--- src/design/sobol_gen_pkg.sv ---
// Types, constants and the direction-number ROM for the Sobol generator.
// No dependencies; the cfg, core and top design files refer to it by scoped names.
package sobol_gen_pkg;

  localparam int MAX_DIMS      = 8;
  localparam int FRACTION_BITS = 32;
  localparam int DIR_IDX_W     = $clog2(FRACTION_BITS);
  localparam int DIMS_W        = 4;
  localparam int CFG_ADDR_W    = 3;
  localparam int CFG_DATA_W    = 32;

  localparam logic REG_DIMS    = 1'b0;
  localparam logic REG_RUN_LEN = 1'b1;

  typedef logic [FRACTION_BITS-1:0] frac_t;
  typedef frac_t [MAX_DIMS-1:0][FRACTION_BITS-1:0] dir_rom_t;

  typedef struct packed {
    logic [DIMS_W-1:0] dims_in_use;
    logic [31:0]       points_per_run;
  } cfg_t;

  typedef struct packed {
    logic [31:0]              point_index;
    logic                     last_point;
    frac_t [MAX_DIMS-1:0]     coord;
  } point_t;

  localparam int POLY_DEG [MAX_DIMS] = '{0, 1, 2, 3, 3, 4, 4, 5};
  localparam int POLY_A   [MAX_DIMS] = '{0, 0, 1, 1, 2, 1, 4, 2};
  localparam int POLY_INIT [MAX_DIMS][5] = '{
    '{1, 0, 0, 0, 0},
    '{1, 0, 0, 0, 0},
    '{1, 3, 0, 0, 0},
    '{1, 3, 1, 0, 0},
    '{1, 1, 1, 0, 0},
    '{1, 1, 3, 3, 0},
    '{1, 3, 5, 13, 0},
    '{1, 1, 5, 5, 17}
  };

  // Entry [d][k] is direction number k+1 of dimension d
  function automatic dir_rom_t build_dir_rom();
    dir_rom_t rom;
    frac_t    w [FRACTION_BITS+1];
    frac_t    v;
    int       s;
    int       a;
    rom = '0;
    for (int d = 0; d < MAX_DIMS; d++) begin
      s = POLY_DEG[d];
      a = POLY_A[d];
      for (int i = 0; i <= FRACTION_BITS; i++) w[i] = '0;
      if (d == 0) begin
        for (int i = 1; i <= FRACTION_BITS; i++)
          w[i] = frac_t'(1) << (FRACTION_BITS - i);
      end else begin
        for (int i = 1; i <= s; i++)
          w[i] = frac_t'(POLY_INIT[d][i-1]) << (FRACTION_BITS - i);
        for (int i = s + 1; i <= FRACTION_BITS; i++) begin
          v = w[i-s] ^ (w[i-s] >> s);
          for (int j = 1; j + 1 <= s; j++) begin
            if (((a >> (s - 1 - j)) & 1) != 0) v = v ^ w[i-j];
          end
          w[i] = v;
        end
      end
      for (int i = 1; i <= FRACTION_BITS; i++) rom[d][i-1] = w[i];
    end
    return rom;
  endfunction

  localparam dir_rom_t DIR_ROM = build_dir_rom();

endpackage

--- src/design/sobol_gen_cfg.sv ---
// APB-style configuration registers: active dimension count and run length.
// Depends on sobol_gen_pkg.
module sobol_gen_cfg (
  input  logic                                clk,
  input  logic                                rst_n,
  input  logic                                psel,
  input  logic                                penable,
  input  logic                                pwrite,
  input  logic [sobol_gen_pkg::CFG_ADDR_W-1:0] paddr,
  input  logic [sobol_gen_pkg::CFG_DATA_W-1:0] pwdata,
  output logic [sobol_gen_pkg::CFG_DATA_W-1:0] prdata,
  output logic                                pready,
  output sobol_gen_pkg::cfg_t                 cfg
);

  logic [sobol_gen_pkg::DIMS_W-1:0] dims_r, dims_nxt;
  logic [31:0]                      run_len_r, run_len_nxt;
  logic                             wr_en;
  logic                             reg_sel;

  assign pready  = 1'b1;
  assign wr_en   = psel & penable & pwrite;
  assign reg_sel = paddr[2];

  always_comb begin
    dims_nxt    = dims_r;
    run_len_nxt = run_len_r;
    if (wr_en) begin
      case (reg_sel)
        sobol_gen_pkg::REG_DIMS: begin
          dims_nxt = pwdata[sobol_gen_pkg::DIMS_W-1:0];
        end
        sobol_gen_pkg::REG_RUN_LEN: begin
          run_len_nxt = pwdata;
        end
        default: begin
          dims_nxt = dims_r;
        end
      endcase
    end
  end

  always_ff @(posedge clk) begin
    if (!rst_n) begin
      dims_r    <= sobol_gen_pkg::DIMS_W'(sobol_gen_pkg::MAX_DIMS);
      run_len_r <= '1;
    end else begin
      dims_r    <= dims_nxt;
      run_len_r <= run_len_nxt;
    end
  end

  always_comb begin
    case (reg_sel)
      sobol_gen_pkg::REG_DIMS: begin
        prdata = {{(sobol_gen_pkg::CFG_DATA_W - sobol_gen_pkg::DIMS_W){1'b0}}, dims_r};
      end
      sobol_gen_pkg::REG_RUN_LEN: begin
        prdata = run_len_r;
      end
      default: begin
        prdata = '0;
      end
    endcase
  end

  assign cfg.dims_in_use    = dims_r;
  assign cfg.points_per_run = run_len_r;

endmodule

--- src/design/sobol_gen_core.sv ---
// Point index and running XOR state; forms the next point in one pass.
// Depends on sobol_gen_pkg for the direction-number ROM and types.
module sobol_gen_core #(
  parameter int NUM_DIMS = 8
) (
  input  logic                  clk,
  input  logic                  rst_n,
  input  logic                  advance,
  input  logic                  restart,
  input  sobol_gen_pkg::cfg_t   cfg,
  output sobol_gen_pkg::point_t point
);

  logic [31:0]                         next_index_r, next_index_nxt;
  logic [31:0]                         idx_cur;
  logic [sobol_gen_pkg::DIR_IDX_W-1:0] dir_sel;
  logic                                step;
  logic                                last;
  sobol_gen_pkg::frac_t                coord_w [sobol_gen_pkg::MAX_DIMS];

  assign idx_cur = restart ? '0 : next_index_r;
  assign step    = |idx_cur;
  assign last    = ({1'b0, idx_cur} + 33'd1) >= {1'b0, cfg.points_per_run};

  // trailing zeros of n equal trailing ones of n-1
  always_comb begin
    dir_sel = '0;
    for (int b = sobol_gen_pkg::FRACTION_BITS - 1; b >= 0; b--) begin
      if (idx_cur[b]) dir_sel = sobol_gen_pkg::DIR_IDX_W'(b);
    end
  end

  assign next_index_nxt = last ? '0 : idx_cur + 32'd1;

  always_ff @(posedge clk) begin
    if (!rst_n) begin
      next_index_r <= '0;
    end else if (advance) begin
      next_index_r <= next_index_nxt;
    end
  end

  for (genvar gd = 0; gd < sobol_gen_pkg::MAX_DIMS; gd++) begin : g_dim
    if (gd < NUM_DIMS) begin : g_live
      sobol_gen_pkg::frac_t run_r;
      sobol_gen_pkg::frac_t run_base;
      sobol_gen_pkg::frac_t run_new;
      logic                 active;

      assign run_base = restart ? '0 : run_r;
      assign run_new  = run_base ^ (step ? sobol_gen_pkg::DIR_ROM[gd][dir_sel] : '0);
      assign active   = cfg.dims_in_use > sobol_gen_pkg::DIMS_W'(gd);

      always_ff @(posedge clk) begin
        if (!rst_n) begin
          run_r <= '0;
        end else if (advance) begin
          run_r <= last ? '0 : run_new;
        end
      end

      assign coord_w[gd] = active ? run_new : '0;
    end else begin : g_off
      assign coord_w[gd] = '0;
    end
  end

  always_comb begin
    point.point_index = idx_cur;
    point.last_point  = last;
    for (int d = 0; d < sobol_gen_pkg::MAX_DIMS; d++) point.coord[d] = coord_w[d];
  end

endmodule

--- src/design/sobol_sequence_generator_top.sv ---
// Top level of the Gray-code Sobol point generator.
// Instantiates sobol_gen_cfg and sobol_gen_core; depends on sobol_gen_pkg.
//
// Usage:
//   Each word accepted on the in_ channel (in_valid high, in_stall low) asks
//   for the next point; in_restart high starts the run over at point 0.
//   Each request yields exactly one word on the out_ channel: the point
//   index, a last-point flag and eight unsigned 0.32 coordinates.
//   A request passes through the input register, then the index/XOR update
//   into the result register, where out_valid rises.
//   Throughput is one point per cycle while out_stall is low, set by the
//   update of the index and running coordinate registers.
//   The input register takes one more word while a result sits stalled at
//   the output; in_stall rises only when both registers are full and
//   out_stall is high. A stalled result holds its payload.
//   Reset clears the valid flags of both pipeline registers, the run index
//   and the running coordinates, and restores eight dimensions and the maximum run length.
//   Write the APB registers only while no request is in flight.
module sobol_sequence_generator_top #(
  parameter int NUM_DIMS = 8
) (
  input  logic                                 clk,
  input  logic                                 rst_n,
  input  logic                                 in_valid,
  output logic                                 in_stall,
  input  logic                                 in_restart,
  output logic                                 out_valid,
  input  logic                                 out_stall,
  output logic [31:0]                          out_point_index,
  output logic                                 out_last_point,
  output logic [31:0]                          out_coord_0,
  output logic [31:0]                          out_coord_1,
  output logic [31:0]                          out_coord_2,
  output logic [31:0]                          out_coord_3,
  output logic [31:0]                          out_coord_4,
  output logic [31:0]                          out_coord_5,
  output logic [31:0]                          out_coord_6,
  output logic [31:0]                          out_coord_7,
  input  logic                                 psel,
  input  logic                                 penable,
  input  logic                                 pwrite,
  input  logic [sobol_gen_pkg::CFG_ADDR_W-1:0] paddr,
  input  logic [sobol_gen_pkg::CFG_DATA_W-1:0] pwdata,
  output logic [sobol_gen_pkg::CFG_DATA_W-1:0] prdata,
  output logic                                 pready
);

  sobol_gen_pkg::cfg_t   cfg;
  sobol_gen_pkg::point_t point;
  sobol_gen_pkg::point_t out_r;

  logic in_valid_r, in_valid_nxt;
  logic restart_r;
  logic out_valid_r, out_valid_nxt;
  logic in_take;
  logic out_load;

  sobol_gen_cfg u_cfg (
    .clk     (clk),
    .rst_n   (rst_n),
    .psel    (psel),
    .penable (penable),
    .pwrite  (pwrite),
    .paddr   (paddr),
    .pwdata  (pwdata),
    .prdata  (prdata),
    .pready  (pready),
    .cfg     (cfg)
  );

  sobol_gen_core #(
    .NUM_DIMS (NUM_DIMS)
  ) u_core (
    .clk     (clk),
    .rst_n   (rst_n),
    .advance (out_load),
    .restart (restart_r),
    .cfg     (cfg),
    .point   (point)
  );

  assign out_load      = in_valid_r & (~out_valid_r | ~out_stall);
  assign in_stall      = in_valid_r & ~out_load;
  assign in_take       = in_valid & ~in_stall;
  assign in_valid_nxt  = in_take | (in_valid_r & ~out_load);
  assign out_valid_nxt = out_load | (out_valid_r & out_stall);

  always_ff @(posedge clk) begin
    if (!rst_n) begin
      in_valid_r  <= 1'b0;
      out_valid_r <= 1'b0;
    end else begin
      in_valid_r  <= in_valid_nxt;
      out_valid_r <= out_valid_nxt;
    end
  end

  always_ff @(posedge clk) begin
    if (in_take) begin
      restart_r <= in_restart;
    end
    if (out_load) begin
      out_r <= point;
    end
  end

  assign out_valid       = out_valid_r;
  assign out_point_index = out_r.point_index;
  assign out_last_point  = out_r.last_point;
  assign out_coord_0     = out_r.coord[0];
  assign out_coord_1     = out_r.coord[1];
  assign out_coord_2     = out_r.coord[2];
  assign out_coord_3     = out_r.coord[3];
  assign out_coord_4     = out_r.coord[4];
  assign out_coord_5     = out_r.coord[5];
  assign out_coord_6     = out_r.coord[6];
  assign out_coord_7     = out_r.coord[7];

endmodule

--- config.mk ---
export PLATFORM = sky130hd
export DESIGN_NAME = sobol_sequence_generator_top
export DESIGN_NICKNAME = d
export VERILOG_FILES = /design/src/design/sobol_gen_pkg.sv /design/src/design/sobol_gen_cfg.sv /design/src/design/sobol_gen_core.sv /design/src/design/sobol_sequence_generator_top.sv
export SDC_FILE = /design/constraint.sdc
export NUM_CORES = 2
export LEC_CHECK = 0
export ABC_AREA = 1
export BUFFER_PORTS_ARGS = -buffer_cell sky130_fd_sc_hd__buf_2
export CORE_MARGIN = 10
export CORE_UTILIZATION = 64
export DETAILED_ROUTE_END_ITERATION = 10
export PLACE_DENSITY = 0.95
export SLEW_MARGIN = 5
export SYNTH_ARGS = -nofsm -noshare
export SYNTH_HDL_FRONTEND = slang
export SYNTH_HIERARCHICAL = 1
export SYNTH_SLANG_ARGS = --single-unit
--- constraint.sdc ---
create_clock -name clk -period 62.1 [get_ports clk]
set_input_delay 18.63 -clock clk [delete_from_list [all_inputs] [get_ports clk]]
set_output_delay 18.63 -clock clk [all_outputs]
set_load 0.01 [all_outputs]
==> flow_summary_export.csv <==
group,metric,value,unit
route,detail_route.wirelength,112000,um
placed_design,gp_routability_congestion,1.10,
sta,timing.setup.tns,0,ns
logic_synthesis,netlist.area_leader.share,27.5,%
logic_synthesis,yosys.cell_count.top_type,"nand2_1",
logic_synthesis,synthArstFlopShare,0,%
sta,timing_hold_violations_final,0,
clock_network,cts.hold.buffers_added,0,
setup_path,rr_endpoint,"u_core/g_dim[4].g_live.run_r[16]",
power_and_ir_drop,clockPowerShare,43.9,%
global_routing,first_global_vias,28900,
global_routing,grt_max_degree,149,
sta,max_clock_freq,0.0262,GHz
die,row_cnt,81,
setup_path,critPathArrivalTime,19.56,ns
clock_network,cts_root_buf,"clkbuf_16",
die,floorplan.die_area,58800,um^2
min_path,hold_class,"reg -> reg",
logic_synthesis,synthDistinctLibCells,60,
sta,max_slew_margin,-0.571,%
finish,area.growth.synth_to_final,12.1,%
power_and_ir_drop,switchingPower,199,uW
setup_path,reg2reg_slack,53.66,ns
die,design.core.area,49000,um^2
route,detail_route.wl_per_cell,22.1,um
finish,layout-drive-gt1-share,12.7,%
sta,clock-skew-final,0.0236,ns
finish,nets,4444,
die,die_y,242,um
global_routing,antenna_found_initial,2,
route,viasPerCell,5.92,
die,die_width,242,um
power_and_ir_drop,internal_dissipation,650,uW
logic_synthesis,netlist.top_cell.by_area,"edfxtp_1",
logic_synthesis,synth_top_cells_by_area,"edfxtp_1 28%, dfxtp_1 21%, nand2_1 16%, inv_1 5.8%, a21oi_1 5.2%",
power_and_ir_drop,cellPowerDensity,23.9,nW/um^2
setup_path,cp-startpoint,"paddr[2]",
placed_design,dp.cells,4962,
setup_path,endpoint,"prdata[1]",
outcome,outcome,"complete, but fails checks",
route,drc_errors,0,
setup_path,setup.worst_path.start_class,"input pin",
setup_path,critical_path_peak_fanout,36,
sta,timing_max_transition_violations_final,10,
sta,fraction_of_the_cycle_the_final_worst_path_needs,61.5,%
clock_network,cts_repair_resize_count,0,
placed_design,place.port_buffers,363,
clock_network,cts.path.max_buffers,3,
clock_network,cts.reportedPaths.clkPinSlew,0.06,ns
setup_path,critical-path-slowest-cell,"buf_2",
setup_path,crit_path_max_incr_delay,0.50,ns
logic_synthesis,synth_enable_flop_cells,290,
setup_path,worstSetupPathType,"in -> out",
logic_synthesis,postSynth.topFlopCell,"dfxtp_1",
finish,stdcell_count,5075,
global_routing,grt_remaining_overflow,0,
clock_network,cts.htree.levels,2,
global_routing,global_route_wire_length_before_repair,168000,um
setup_path,worst_r2r_startpoint,"restart_r",
sta,worst-slew-pin-transition,1.50,ns
clock_network,later_pin_clock_latency_in_the_skew_report,0.66,ns
power_and_ir_drop,design_power_total,849,uW
power_and_ir_drop,power.share.combinational,5.2,%
route,drtAntennaViolNets,0,
setup_path,worstPathCellList,"buf_2 -> inv_4 -> nand2_1 -> nand2_1 -> buf_2",
route,detailroute.via_count,30000,
power_and_ir_drop,share_seq_of_total_power,50.9,%
die,design.portCount,367,
outcome,failing_checks,"capacitance limit, slew limit",
setup_path,crit_end_category,"output port",
logic_synthesis,syn_nets,4184,
sta,setup_viol,0,
route,detail_route.first_pass.iterations,7,
sta,post_layout_min_period,38.19,ns
route,drt-initial-drc-count,4550,
clock_network,tritoncts,"yes",
power_and_ir_drop,power_switching_share,23.5,%
sta,rsz0062_at_grt,"no",
setup_path,data_required_time_of_the_worst_path,43.47,ns
power_and_ir_drop,static_leakage,15.5,nW
clock_network,post_cts_buffers,0,
sta,hold-worst-slack,0.464,ns
logic_synthesis,ys_seq_elements,616,
die,initial_core_util,64.7,%
placed_design,hpwl_after_detailed_placement,75900,um
clock_network,tritoncts_num_sinks,616,
power_and_ir_drop,peakVddDrop,0.0000221,V
logic_synthesis,ys.warnings.count,6,
logic_synthesis,syn-instance-count,4099,
logic_synthesis,post_synth.cell_area_avg,7.72,um^2
global_routing,track_usage,36.4,%
logic_synthesis,syn-cell-area,31700,um^2
logic_synthesis,netlist_top_cells_count,"1310 x nand2_1, 487 x inv_1, 424 x nor2_1",
run,drv.max_cap_violation_count,1,
clock_network,cts_inserted_buffers,59,
setup_path,reg2reg_depth,43,
logic_synthesis,seq_area_frac_synth,48.1,%
==> placed cells by master, fill, tap and decap left out, drive strengths merged, types with 4 or more instances in the layout <==
cell    netlist  final
xor2        187    187
bufinv        0      6
nor2        438    438
o21bai        4      4
nand4        33     33
a31oi         4      4
o21ai        74     74
buf          63    402
o221ai        4      4
edfxtp      290    290
dfxtp       326    326
a21oi       333    333
nand2      1316   1316
nor3         33     33
inv         499    505
nand3       193    193
xnor2        54     54
clkinv        6     22
clkbuf      112     82
o211ai       15     15
ha           42     42
nand3b        7      7
==> logic make-up after synthesis <==
family          count (synthesis)  synth area share (%)
other cells                     1                0.0118
xor+xnor                      241                  6.67
flops                         616                  48.1
simple gates                 2030                  26.0
fa+ha+maj                      42                  1.66
compound gates                461                  7.85
buf+inv                       708                  9.67
==> metal layers <==
layer | wire length [um] | global-route usage, %
met1 | 40300 | 44.4
met2 | 49800 | 56.3
met3 | 14700 | 10.8
met4 | 7580 | 22.1
met5 | 13 | 0
==> worst max-delay path, delay by kind of cell <==
kind	cells	cell delay, ns
buffers and inverters	3	0.77
AND/OR/NAND/NOR	2	0.15
==> metrics by stage <==
stage | utilization [%] | area (um^2) | worst slack [ns]
finish | 72.5 | 35500 | 23.91
global route | 72.5 | 35500 | 23.79
CTS | 72.5 | 35500 | 23.92
detailed placement | 68.5 | 33500 | 23.93
global placement | 68.5 | 33500 | 23.97
floorplan | - | 31700 | 24.36
==> sequential cells by signal, indices dropped and copies added, names as in the netlist, 4 cells and up <==
signal and flops:
out_point_index 32, u_cfg/dims_r 4, out_coord_0 32, out_coord_7 32, u_core/g_dim.g_live.run_r 256, u_cfg/run_len_r 32
u_core/next_index_r 32, out_coord_4 32, out_coord_5 32, out_coord_3 32, out_coord_6 32, out_coord_1 32
out_coord_2 32
==> power groups by stage <==
stage / clock (mW) / sequential, mW / combinational, mW
after floorplan: 0 / 0.449 / 0.0263
after global placement: 0 / 0.441 / 0.0424
after detailed placement: 0 / 0.441 / 0.0429
after CTS: 0.373 / 0.433 / 0.0432
after global routing: 0.388 / 0.433 / 0.0469
final: 0.373 / 0.433 / 0.0441
==> area by class of cell <==
| type | instances | area [um^2] |
|---|---|---|
| flip-flops and latches | 616 | 15200 |
| fillers | 3377 | 13500 |
| multi-input cells | 2775 | 13400 |
| repair buffers | 402 | 2120 |
| inverters | 505 | 1920 |
| clock buffers | 82 | 1640 |
| well taps | 664 | 831 |
| clock inverters | 30 | 340 |
| diodes | 1 | 2.50 |
==> how the worst min path moves through the flow <==
| stage | startpoint | to | slack (ns) | depth (start not counted) |
|---|---|---|---|---|
| after floorplan | u_core/g_dim[3].g_live.run_r[14] | u_core/g_dim[3].g_live.run_r[14] | 0.44 | 2 |
| after global placement | u_core/g_dim[5].g_live.run_r[1] | u_core/g_dim[5].g_live.run_r[1] | 0.45 | 2 |
| after detailed placement | u_core/g_dim[3].g_live.run_r[0] | u_core/g_dim[3].g_live.run_r[0] | 0.46 | 2 |
| after CTS | u_core/g_dim[1].g_live.run_r[8] | u_core/g_dim[1].g_live.run_r[8] | 0.46 | 2 |
| after global routing | u_core/g_dim[1].g_live.run_r[8] | u_core/g_dim[1].g_live.run_r[8] | 0.48 | 2 |
| final | u_core/g_dim[2].g_live.run_r[2] | u_core/g_dim[2].g_live.run_r[2] | 0.46 | 2 |
(Power assumes the default switching activity.)
